File: src/rtl/core/rita_pkg.sv
// Package for the radix integer-to-ASCII converter: sizes, character codes,
// radix limits and the digit/radix helper functions. No dependencies.
package rita_pkg;

  localparam int VALUE_BITS  = 31;
  localparam int DIGIT_SLOTS = 32;

  localparam int RADIX_W   = 6;
  localparam int CHAR_W    = 7;
  localparam int IDX_W     = $clog2(DIGIT_SLOTS);
  localparam int CNT_W     = $clog2(DIGIT_SLOTS + 1);
  localparam int BIT_CNT_W = $clog2(VALUE_BITS);

  localparam logic [RADIX_W-1:0]   RADIX_MIN   = RADIX_W'(2);
  localparam logic [RADIX_W-1:0]   RADIX_MAX   = RADIX_W'(36);
  localparam logic [RADIX_W-1:0]   RADIX_RESET = RADIX_W'(10);
  localparam logic [CHAR_W-1:0]    ASCII_ZERO  = CHAR_W'(48);
  localparam logic [CHAR_W-1:0]    ASCII_A     = CHAR_W'(65);
  localparam logic [RADIX_W-1:0]   DEC_DIGITS  = RADIX_W'(10);
  localparam logic [BIT_CNT_W-1:0] BIT_LAST    = BIT_CNT_W'(VALUE_BITS - 1);
  localparam logic [CNT_W-1:0]     CNT_FULL    = CNT_W'(DIGIT_SLOTS);

  // Saturate a written base into the supported range.
  function automatic logic [RADIX_W-1:0] clamp_radix(input logic [RADIX_W-1:0] r);
    logic [RADIX_W-1:0] res;
    res = r;
    if (r < RADIX_MIN) res = RADIX_MIN;
    if (r > RADIX_MAX) res = RADIX_MAX;
    return res;
  endfunction

  // 0-9 -> '0'-'9', 10-35 -> 'A'-'Z'
  function automatic logic [CHAR_W-1:0] digit_to_ascii(input logic [RADIX_W-1:0] d);
    logic [CHAR_W-1:0] c;
    if (d < DEC_DIGITS) c = ASCII_ZERO + CHAR_W'(d);
    else                c = ASCII_A + CHAR_W'(d - DEC_DIGITS);
    return c;
  endfunction

endpackage

File: src/rtl/core/radix_integer_to_ascii_top.sv
// Integer-to-string converter, radix 2..36, bit-serial restoring divider; uses rita_pkg.
// An accepted value is registered into the divider, which shifts through all VALUE_BITS (31)
// dividend bits per digit; each character is then a digit buffer read, then an output transfer.
// The output transfer waits while out_stall is high. One value at a time: the input stalls
// until the last character transfers. Synchronous active-low reset: idle, radix 10.
module radix_integer_to_ascii_top (
  input  logic                                clk,
  input  logic                                rst_n,
  input  logic                                cfg_wr_en,
  input  logic [rita_pkg::RADIX_W-1:0]        cfg_wr_data,
  input  logic                                in_valid,
  output logic                                in_stall,
  input  logic [rita_pkg::VALUE_BITS-1:0]     in_value,
  output logic                                out_valid,
  input  logic                                out_stall,
  output logic [rita_pkg::CHAR_W-1:0]         out_digit_char,
  output logic                                out_last_digit
);

  typedef enum logic [1:0] {ST_IDLE, ST_DIV, ST_READ, ST_SEND} state_t;

  state_t                             state_r;
  logic [rita_pkg::RADIX_W-1:0]       radix_r;
  logic [rita_pkg::VALUE_BITS-1:0]    quo_r;
  logic [rita_pkg::RADIX_W-1:0]       rem_r;
  logic [rita_pkg::BIT_CNT_W-1:0]     bit_cnt_r;
  logic [rita_pkg::CNT_W-1:0]         count_r;
  logic [rita_pkg::IDX_W-1:0]         ptr_r;
  logic [rita_pkg::RADIX_W-1:0]       rd_digit_r;

  logic [rita_pkg::RADIX_W-1:0]       digit_mem [rita_pkg::DIGIT_SLOTS];

  logic [rita_pkg::RADIX_W:0]         rem_sh;
  logic                               rem_ge;
  logic [rita_pkg::RADIX_W:0]         rem_diff;
  logic [rita_pkg::RADIX_W-1:0]       rem_nxt;
  logic [rita_pkg::VALUE_BITS-1:0]    quo_nxt;
  logic [rita_pkg::CNT_W-1:0]         count_nxt;
  logic                               div_last;
  logic                               conv_done;
  logic                               in_xfer;
  logic                               out_xfer;

  // One restoring step: shift in the next dividend bit, subtract the base if it fits.
  always_comb begin
    rem_sh    = {rem_r, quo_r[rita_pkg::VALUE_BITS-1]};
    rem_ge    = (rem_sh >= {1'b0, radix_r});
    rem_diff  = rem_sh - {1'b0, radix_r};
    rem_nxt   = rem_ge ? rem_diff[rita_pkg::RADIX_W-1:0] : rem_sh[rita_pkg::RADIX_W-1:0];
    quo_nxt   = {quo_r[rita_pkg::VALUE_BITS-2:0], rem_ge};
    count_nxt = count_r + 1'b1;
    div_last  = (state_r == ST_DIV) && (bit_cnt_r == rita_pkg::BIT_LAST);
    conv_done = (quo_nxt == '0) || (count_nxt == rita_pkg::CNT_FULL);
  end

  assign in_stall       = (state_r != ST_IDLE);
  assign out_valid      = (state_r == ST_SEND);
  assign out_digit_char = rita_pkg::digit_to_ascii(rd_digit_r);
  assign out_last_digit = (ptr_r == '0);
  assign in_xfer        = in_valid && !in_stall;
  assign out_xfer       = out_valid && !out_stall;

  // Digit buffer, least significant digit at slot 0
  always_ff @(posedge clk) begin
    if (div_last) begin
      digit_mem[count_r[rita_pkg::IDX_W-1:0]] <= rem_nxt;
    end
    if (state_r == ST_READ) begin
      rd_digit_r <= digit_mem[ptr_r];
    end
  end

  always_ff @(posedge clk) begin
    if (!rst_n) begin
      state_r   <= ST_IDLE;
      radix_r   <= rita_pkg::RADIX_RESET;
      bit_cnt_r <= '0;
      count_r   <= '0;
      ptr_r     <= '0;
      quo_r     <= '0;
      rem_r     <= '0;
    end else begin
      if (cfg_wr_en) begin
        radix_r <= rita_pkg::clamp_radix(cfg_wr_data);
      end
      case (state_r)
        ST_IDLE: begin
          if (in_xfer) begin
            quo_r     <= in_value;
            rem_r     <= '0;
            bit_cnt_r <= '0;
            count_r   <= '0;
            state_r   <= ST_DIV;
          end
        end
        ST_DIV: begin
          quo_r <= quo_nxt;
          if (div_last) begin
            count_r   <= count_nxt;
            rem_r     <= '0;
            bit_cnt_r <= '0;
            if (conv_done) begin
              ptr_r   <= count_r[rita_pkg::IDX_W-1:0];
              state_r <= ST_READ;
            end
          end else begin
            rem_r     <= rem_nxt;
            bit_cnt_r <= bit_cnt_r + 1'b1;
          end
        end
        ST_READ: begin
          state_r <= ST_SEND;
        end
        ST_SEND: begin
          if (out_xfer) begin
            if (ptr_r == '0) begin
              state_r <= ST_IDLE;
            end else begin
              ptr_r   <= ptr_r - 1'b1;
              state_r <= ST_READ;
            end
          end
        end
        default: state_r <= ST_IDLE;
      endcase
    end
  end

  // Partial remainder stays below the base while the base is not rewritten mid-division
  a_rem_below_radix: assert property (@(posedge clk) disable iff (!rst_n)
    (state_r == ST_DIV) |-> (rem_r < radix_r))
    else $error("partial remainder not below radix");

  // Digit slot being filled is inside the buffer
  a_count_in_range: assert property (@(posedge clk) disable iff (!rst_n)
    (state_r == ST_DIV) |-> (count_r < rita_pkg::CNT_FULL))
    else $error("digit count overran buffer");

  // Accepted value starts a division
  a_accept_starts_div: assert property (@(posedge clk) disable iff (!rst_n)
    in_xfer |=> (state_r == ST_DIV) && (count_r == '0) && (bit_cnt_r == '0))
    else $error("accepted value did not start division");

  // Last character ends the conversion
  a_last_to_idle: assert property (@(posedge clk) disable iff (!rst_n)
    (out_xfer && out_last_digit) |=> (state_r == ST_IDLE))
    else $error("no return to idle after last character");

  // Non-last character leads to the next buffer read
  a_next_read: assert property (@(posedge clk) disable iff (!rst_n)
    (out_xfer && !out_last_digit) |=> (state_r == ST_READ) && (ptr_r == $past(ptr_r) - 1'b1))
    else $error("character sequence skipped");

endmodule
File: config.mk
export PLATFORM = sky130hd
export DESIGN_NAME = radix_integer_to_ascii_top
export DESIGN_NICKNAME = d
export VERILOG_FILES = /design/src/rtl/core/rita_pkg.sv /design/src/rtl/core/radix_integer_to_ascii_top.sv
export SDC_FILE = /design/constraint.sdc
export NUM_CORES = 1
export LEC_CHECK = 0
export ABC_AREA = 1
export BUFFER_PORTS_ARGS = -buffer_cell sky130_fd_sc_hd__clkbuf_2
export CORE_UTILIZATION = 60
export DETAILED_ROUTE_END_ITERATION = 6
export PLACE_DENSITY = 0.78
export SLEW_MARGIN = 30
export SYNTH_ARGS = -nofsm -noshare
export SYNTH_HDL_FRONTEND = slang
export SYNTH_SLANG_ARGS = --single-unit
File: constraint.sdc
create_clock -name clk -period 2.3 [get_ports clk]
set_input_delay 0.345 -clock clk [delete_from_list [all_inputs] [get_ports clk]]
set_output_delay 0.345 -clock clk [all_outputs]
set_load 0.01 [all_outputs]
==> metrics.txt, run 1 <==
status finished clean; Async SR Flop Fraction 0%; Die Ht 139.4 um; clk_lat worst skew 520 ps; CTS tree built; Worst Setup Slack, final ~50 ps; Worst-path clk slew 60 ps; GP Congestion 0.9016; # IOs 52; sequential share of the synthesized area 63.27%; post-synth cell types 36; die width 139.4 um; post-route cell area 13,020 um2; Starting Density 62.21%; clock sink count 259; Critical Path Source Type flop; fin. max-slew vios 0; RSZ-0062 raised after global routing true; Internal Power around 0.0084 W; #FFs+latches synth about 260; Sw Share 25.31%; Worst-Margin Slew roughly 670 ps; num rows slightly below 50; Seq pwr share about 48%; TritonCTS Buffers 26; syn nets 1,177; Min Clock Period, post-route 2250 ps; CTS max path bufs 3; Total Die Area around 19,000 um2; Ys Warns 0; core box area around 18,000 um2; Setup WS pre-CTS 211.8 ps; Min Hold Slack 65.32 ps; Mean Syn Cell Area 10.14 um2; Reg area 7169 um2; Filler Cell Count roughly 1,300; skew final roughly 17 ps; H-tree Lvls 1; area of the multi-input gates 3690 um2; Total GRT Usage 26.16%; vias in the first global route around 8,300; port bufs 51; routed length per instance 17.19 um; fin util between 70% and 80%; Root Buffer clkbuf_16; Gate Count Post-Synth 1,117; GRT overflow 0; # nets final 1,262; crit path DAT 1910 ps; drt pass-1 iters 5; clock share of power 37.6%; antenna violations before repair 0; Crit Path Max Fanout 5; EDFF count, synth 198; Worst EP required 1960 ps; Area growth syn-to-layout 14.96%; DR iter-0 viols 574; combinational power share 14.1%; diode count 0; vias per cell 5.821; Worst setup EP type output pin; PwrDens 864.9 nW/um2; mapped cell area about 11,000 um2; net switching power 0.002851 W; final setup fails 0; Worst slew margin 55.27%; final setup TNS 0 ps; Worst Hold Class input pin to flop; Max Cap Viol 0; Hold Vio Cnt, Final 0; P_leak 4.936 nW; vias 8,446; routed wire length 24.95 mm; Max Freq about 0.44 GHz; Crit Path Class flop to output pin; Max VDD drop 0.6779 mV; layout cells sized above 1 16.28%; Detail Route Antenna Nets 0; Tcrit/Tclk final 97.83%; largest net degree at the start of global routing 60; placed instance area 12,090 um2; Most used DFF post-synth edfxtp_1; first-pass GRT wire length 40.26 mm; hpwl dp 15.85 mm; DRC errors left 0
[final cells by class]
class	instances	share of cell area [%]
Clock buffer	36	5.602
Timing Repair Buffer	117	6.054
Inverter	59	1.701
Clock inverter	12	1.047
Tap cell	229	2.200
Multi-Input combinational cell	739	28.34
Sequential cell	259	55.06
[power by group through the flow]
stage	clock [W]	sequential [W]	combinational [W]
2_1_floorplan	0	0.00550	0.00106
3_3_place_gp	0	0.00553	0.00151
3_5_place_dp	0	0.00553	0.00156
4_1_cts	0.00428	0.00543	0.00157
5_1_grt	0.00446	0.00545	0.00177
6_report	0.00424	0.00544	0.00159
[layer usage]
metal,vias up,part of all wire (%),GRT usage (%)
met2,283,50,46.73
met4,0,3.0,9.591
met1,4020,41,32.13
li1,4097,-,-
met5,-,0,0
met3,46,5.2,4.026
[logic make-up after synthesis]
family                     share of synthesized area (%)
AOI/OAI and AO/OA                                  12.85
DFF                                                63.27
adders and majority gates                          2.055
buffers and inverters                              4.319
xor gates and xnor gates                          0.6959
and+or+nand+nor                                    16.81
[through the flow]
stage	std cells	power (W)
CTS	1447	0.01128
finish	1451	0.01126
detailed placement	1397	0.007089
global route	1451	0.01167
global placement	1397	0.007041
floorplan	1117	0.006554
[cells in the mapped netlist (2+ instances only)]
master    count  area, um2
nand4_1      11      68.82
buf_1         6      22.52
a21oi_2       5      43.79
ha_1         17      212.7
nand2_1     171      641.9
dfxtp_1      61       1221
a21oi_1      48      240.2
inv_1        53      198.9
o21ai_1       2      10.01
o21ai_0     123      615.6
nor3_1        4      20.02
xnor2_1       4      35.03
xor2_1        5      43.79
nand2_2       9      56.30
nor2_2        5      31.28
o211ai_1     27      202.7
nor2_1      177      664.4
o21ai_2       4      35.03
inv_2         5      18.77
nand3_1      66      330.3
clkbuf_1     31      116.4
nor2_4        3      33.78
o22ai_1      48      300.3
or2_2         3      18.77
buf_2        19      95.09
edfxtp_1    198       5946
buf_4         3      22.52
[critical path, stage by stage, from the launching register on]
cell and delay, ps:
edfxtp_1 420, inv_2 80, ha_1 160, nand2_2 80, o21ai_4 190, buf_4 160, xor2_1 150, clkbuf_2 150
[state kept, by name, summed over array words and instances, names as in the netlist]
name,cells
digit_mem,192
quo_r,31
count_r,6
radix_r,6
rd_digit_r,6
rem_r,6
bit_cnt_r,5
ptr_r,5
state_r,2
[cell usage in the layout (no fill, tap or decap), types with 48 or more instances in the layout]
master / instances
o21ai_0: 122
clkbuf_2: 50
edfxtp_1: 198
dfxtp_1: 59
o22ai_1: 48
nand3_1: 66
nand2_1: 170
nor2_1: 175
buf_4: 63
a21oi_1: 48
inv_1: 52
[what timing repair did]
action                                 CTS  global route
endpoints found under the hold margin    0             0
buffers inserted                         2             4
hold buffers                             0             0
pin swaps                                1             2
resized for setup                        2             6
setup endpoints to repair                7             7
[final timing paths]
| path | from | to | slack (ps) | cells past startpoint |
|---|---|---|---|---|
| max | rd_digit_r[5] | out_digit_char[0] | 50 | 7 |
| min | cfg_wr_data[3] | radix_r[3] | 70 | 3 |
| max reg2reg | radix_r[2] | digit_mem[24][4] | 170 | 11 |
| min reg2reg | radix_r[4] | radix_r[4] | 470 | 2 |
(Power assumes the default switching activity.)
==> run 2: changes to the inputs <==
--- a/config.mk
+++ b/config.mk
@@ -8,9 +8,11 @@
 export ABC_AREA = 1
 export BUFFER_PORTS_ARGS = -buffer_cell sky130_fd_sc_hd__clkbuf_2
 export CORE_UTILIZATION = 60
+export CTS_BUF_LIST = sky130_fd_sc_hd__clkbuf_4 sky130_fd_sc_hd__clkbuf_8
 export DETAILED_ROUTE_END_ITERATION = 6
 export PLACE_DENSITY = 0.78
 export SLEW_MARGIN = 30
 export SYNTH_ARGS = -nofsm -noshare
 export SYNTH_HDL_FRONTEND = slang
 export SYNTH_SLANG_ARGS = --single-unit
+export TNS_END_PERCENT = 50
==> metrics.txt, run 2 (synthesis gave the netlist of run 1 again) <==
vias per cell 5.726 (-1.6%); diode count 0 (unchanged); final setup TNS 0 ps (unchanged); layout cells sized above 1 18.19% (+1.9 points); reg2reg start radix_r[2]; R2R Path End digit_mem[25][5]; Hold Buf Count CTS 0 (unchanged); RSZ-0062 raised after global routing true; status finished clean; commonest non-fill, non-tap cell in the layout edfxtp_1; GRT overflow 0 (unchanged); # IOs 52 (unchanged); Max Cap Viol 0 (unchanged); P_leak 4.947 nW (+0.22%); worst setup path endpoint out_digit_char[0]; # nets final 1,276 (+1.1%); H-tree Lvls 2 (+1); drt pass-1 iters 6 (+1); Worst-Margin Slew 669.6 ps (+1.167 ps); CTS max path bufs 3 (unchanged); Worst slew margin 55.20% (-0.078 points); clock sink count 259 (unchanged); Hold Vio Cnt, Final 0 (unchanged); Crit Path Max Fanout 5 (unchanged); Total Die Area 19,430 um2 (unchanged); Internal Power 0.007986 W (-5.1%); Worst-path clk slew 60 ps (about the same); final setup fails 0 (unchanged); num rows 49 (unchanged); area of the multi-input gates 3695 um2 (+0.14%); Worst Hold Class input pin to flop; Max VDD drop 0.5039 mV (-26%); Sw Share 26.39% (+1.1 points); Root Buffer clkbuf_8; Critical Path Source Type flop; clock share of power 35.3% (-2.3 points); hpwl dp 15.85 mm (unchanged); vias 8,457 (+0.13%); clk_lat worst skew 540 ps (+20 ps); skew final 25.03 ps (+7.937 ps); antenna violations before repair 0 (unchanged); Max Freq 0.4431 GHz (-0.30%); GP Congestion 0.9016 (unchanged); TritonCTS Buffers 42 (+62%); FF-to-FF path depth 12 (+1); setup slack, reg-to-reg 180 ps (about the same); routed wire length 24.73 mm (-0.87%); Starting Density 62.21% (unchanged); port bufs 51 (unchanged); vias in the first global route 8,311 (-0.17%); largest net degree at the start of global routing 60 (unchanged); net switching power 0.002863 W (+0.45%); routed length per instance 16.74 um (-2.6%); CTS tree built; core box area 18,210 um2 (unchanged); combinational power share 14.6% (+0.5 points); Min Clock Period, post-route 2257 ps (+6.835 ps); Worst setup EP type output pin; DR iter-0 viols 603 (+5.1%); Reg area 7169 um2 (unchanged); first-pass GRT wire length 39.93 mm (-0.82%); most frequent cells in the layout edfxtp_1 (198), nor2_1 (175), nand2_1 (170), o21ai_0 (122), nand3_1 (66); crit path DAT 1910 ps (about the same); fin. max-slew vios 0 (unchanged); Worst EP required 1960 ps (about the same); worst setup path start rd_digit_r[4]; Crit Path Class flop to output pin; Total GRT Usage 26.10% (-0.063 points); max reg flops 192 (unchanged); DRC errors left 0 (unchanged); Seq pwr share 50.1% (+1.8 points); Detail Route Antenna Nets 0 (unchanged); die width 139.4 um (unchanged); Area growth syn-to-layout 14.47%; Tot Pwr 0.01085 W (-3.7%); Die Ht 139.4 um (unchanged); PwrDens 836.8 nW/um2 (-3.3%); Filler Cell Count 1,294 (+3.0%); Tcrit/Tclk final 98.12% (+0.30 points)
-- run 2: area by class of cell --
| cell class | count | share of cell area [%] |
|---|---|---|
| Clock buffer | 64 | 5.925 |
| Clock inverter | 12 | 0.4053 |
| Inverter | 59 | 1.708 |
| Multi-Input combinational cell | 739 | 28.50 |
| Sequential cell | 259 | 55.29 |
| Tap cell | 229 | 2.210 |
| Timing Repair Buffer | 115 | 5.964 |
-- run 2: how the worst min path moves through the flow --
stage              startpoint    endpoint  depth (start not counted)
6_report       cfg_wr_data[3]  radix_r[3]                          3
5_1_grt        cfg_wr_data[3]  radix_r[3]                          3
4_1_cts        cfg_wr_data[2]  radix_r[2]                          3
3_5_place_dp       radix_r[4]  radix_r[4]                          2
3_3_place_gp       radix_r[4]  radix_r[4]                          2
2_1_floorplan      radix_r[5]  radix_r[5]                          2
-- run 2: power by group through the flow --
stage          Sequential (W)  Combinational [W]  Clock, W
2_1_floorplan         0.00550            0.00106         0
3_3_place_gp          0.00553            0.00151         0
4_1_cts               0.00543            0.00157   0.00389
5_1_grt               0.00545            0.00176   0.00408
6_report              0.00544            0.00158   0.00383
3_5_place_dp          0.00553            0.00156         0
-- run 2: worst max-delay path, cell delays in order, from the launching register on --
cell and delay, ps:
edfxtp_1 440, inv_2 90, ha_1 160, nand2_2 80, o21ai_4 160, buf_4 160, xor2_1 140, buf_2 150
-- run 2: timing repair --
item | CTS | global route
gates resized for setup | 3 | 7
pin swaps | 1 | 1
endpoints found under the setup margin | 7 | 7
setup buffers | 2 | 2
endpoints found under the hold margin | 0 | 0
-- run 2: routing by layer --
metal	track usage (%)	wire length (um)
met1	32.81	10330
met2	44.78	12170
met3	4.439	1431
met4	11.05	799
met5	0	0
-- run 2: stage by stage --
stage / hold WS, ps / setup slack (ps) / instance area (um2) / std cells / util (%)
2_1_floorplan: 435.6 / 183.1 / 11330 / 1117 / -
3_3_place_gp: 454.4 / 265.1 / 12090 / 1397 / 66.41
3_5_place_dp: 455.5 / 211.8 / 12090 / 1397 / 66.41
4_1_cts: 30.50 / 6.867 / 12940 / 1475 / 71.06
5_1_grt: 55.88 / -49.13 / 12970 / 1477 / 71.21
6_report: 59.49 / 43.14 / 12970 / 1477 / 71.21
==> run 3: changes to the inputs <==
--- a/config.mk
+++ b/config.mk
@@ -6,11 +6,11 @@
 export NUM_CORES = 1
 export LEC_CHECK = 0
 export ABC_AREA = 1
-export BUFFER_PORTS_ARGS = -buffer_cell sky130_fd_sc_hd__clkbuf_2
 export CORE_UTILIZATION = 60
 export CTS_BUF_LIST = sky130_fd_sc_hd__clkbuf_4 sky130_fd_sc_hd__clkbuf_8
 export DETAILED_ROUTE_END_ITERATION = 6
-export PLACE_DENSITY = 0.78
+export DONT_BUFFER_PORTS = 1
+export PLACE_DENSITY = 0.76
 export SLEW_MARGIN = 30
 export SYNTH_ARGS = -nofsm -noshare
 export SYNTH_HDL_FRONTEND = slang
==> metrics.txt, run 3 (synthesis gave the netlist of run 1 again) <==
status finished clean; Detail Route Antenna Nets 0 (unchanged); Max VDD drop 0.6172 mV (+22%); Worst Hold Class input pin to flop; hpwl dp 15.86 mm (about the same); Worst-Margin Slew 580.1 ps (-89.48 ps); core box area 18,210 um2 (unchanged); final setup TNS 0 ps (unchanged); DP Cell Count 1,343 (-3.9%); # IOs 52 (unchanged); Starting Density 62.21% (unchanged); clock sink count 259 (unchanged); num rows 49 (unchanged); Max Freq 0.4566 GHz (+3.0%); reg2reg start bit_cnt_r[0]; max reg flops 192 (unchanged); largest net degree at the start of global routing 72 (+20%); die width 139.4 um (unchanged); setup slack, reg-to-reg 180 ps (about the same); clk_lat worst skew 540 ps (about the same); antenna violations before repair 0 (unchanged); Hold Vio Cnt, Final 0 (unchanged); Crit Path Class flop to output pin; Hold Path Depth 2 (-1); port bufs 0 (-100%); diode count 0 (unchanged); Worst-path clk slew 60 ps (about the same); final setup fails 0 (unchanged); fin util 71.17% (about the same); # nets final 1,237 (-3.1%); Setup WS pre-CTS 130.1 ps (-81.71 ps); Worst setup EP type output pin; PwrDens 847.6 nW/um2 (+1.3%); Max Cap Viol 0 (unchanged); drt pass-1 iters 5 (-1); Worst slew margin 61.27% (+6.1 points); commonest non-fill, non-tap cell in the layout edfxtp_1; routed length per instance 18.07 um (+7.9%); Tot Pwr 0.01099 W (+1.3%); skew final 18.65 ps (-6.375 ps); GRT overflow 0 (unchanged); fin. max-slew vios 0 (unchanged); CTS max path bufs 3 (unchanged); Min Clock Period, post-route 2190 ps (-66.58 ps); routed wire length 25.91 mm (+4.8%); Die Ht 139.4 um (unchanged); Worst Setup Slack, final 109.7 ps (+66.58 ps); R2R Path End digit_mem[28][3]; Finished Layout Cells 1,434 (-2.9%); Filler Cell Count 1,278 (-1.2%); Worst EP required 1960 ps (about the same); most frequent cells in the layout edfxtp_1 (198), nor2_1 (174), nand2_1 (171), o21ai_0 (122), nand3_1 (66); Hold Path Origin in_value[11]; Critical Path Source Type flop; TritonCTS Buffers 41 (-2.4%); GP Congestion 0.8623 (-4.4%); DR iter-0 viols 721 (+20%); Total Die Area 19,430 um2 (unchanged); P_leak 4.805 nW (-2.9%); Crit Path Max Fanout 5 (unchanged); vias 8,463 (+0.071%); Tcrit/Tclk final 95.23% (-2.9 points); crit path DAT 1850 ps (-60 ps); FF-to-FF path depth 6 (-6); Worst Hold End quo_r[11]; Total GRT Usage 27.53% (+1.4 points); vias per cell 5.902 (+3.1%); layout cells sized above 1 14.19% (-4.0 points); first-pass GRT wire length 41.75 mm (+4.6%); Area growth syn-to-layout 14.41% (about the same); RSZ-0062 raised after global routing false; H-tree Lvls 2 (unchanged); Root Buffer clkbuf_8; DRC errors left 0 (unchanged); CTS tree built; vias in the first global route 8,393 (+0.99%)
run 3: area by class of cell:
type | count | area [um2] | area share, %
flip-flops and latches | 259 | 7169 | 55.32
multi-input cells | 739 | 3714 | 28.65
repair buffers | 77 | 755.7 | 5.831
clock buffers | 62 | 747.0 | 5.764
well taps | 229 | 286.5 | 2.211
inverters | 59 | 221.5 | 1.709
clock inverters | 9 | 66.31 | 0.5117
run 3: per-stage QoR:
stage / area, um2 / hold WS, ps
6_report: 12960 / 23.57
5_1_grt: 12960 / 13.94
4_1_cts: 12910 / 2.161
3_5_place_dp: 11900 / 451.6
3_3_place_gp: 11900 / 452.3
2_1_floorplan: 11330 / 435.6
run 3: metal layers:
metal	GRT usage, %	up-vias	share of wire, %
met2	45.46	338	48
met5	0	-	0
met4	13.68	0	3.9
met3	5.162	67	6.8
li1	-	4047	-
met1	35.03	4011	42
run 3: what timing repair did:
item	CTS	global route
setup endpoints to repair	4	170
pin swaps	0	2
endpoints found under the hold margin	45	0
hold buffers	17	0
resized for setup	3	7
setup buffers	0	3
run 3: how the worst max path moves through the flow:
stage	startpoint	end	slack, ps
floorplan	quo_r[30]	rem_r[4]	180
global placement	radix_r[2]	digit_mem[29][0]	170
detailed placement	radix_r[2]	digit_mem[12][0]	130
CTS	ptr_r[2]	out_last_digit	5
global route	rd_digit_r[4]	out_digit_char[3]	20
finish	rd_digit_r[4]	out_digit_char[0]	110
run 3: critical path, stage by stage, from the launching register on:
cell and delay [ps]:
edfxtp_1 410, inv_1 100, ha_1 150, nand2_1 100, o21ai_4 190, buf_4 170
xor2_2 190
run 3: power breakdown:
| group | leakage (nW) | total [W] | switching (W) | internal, W |
|---|---|---|---|---|
| clock network | 0.432 | 0.00389 | 0.00172 | 0.00217 |
| logic | 2.05 | 0.00165 | 0.00109 | 0.000558 |
| registers | 2.33 | 0.00544 | 0.000104 | 0.00534 |
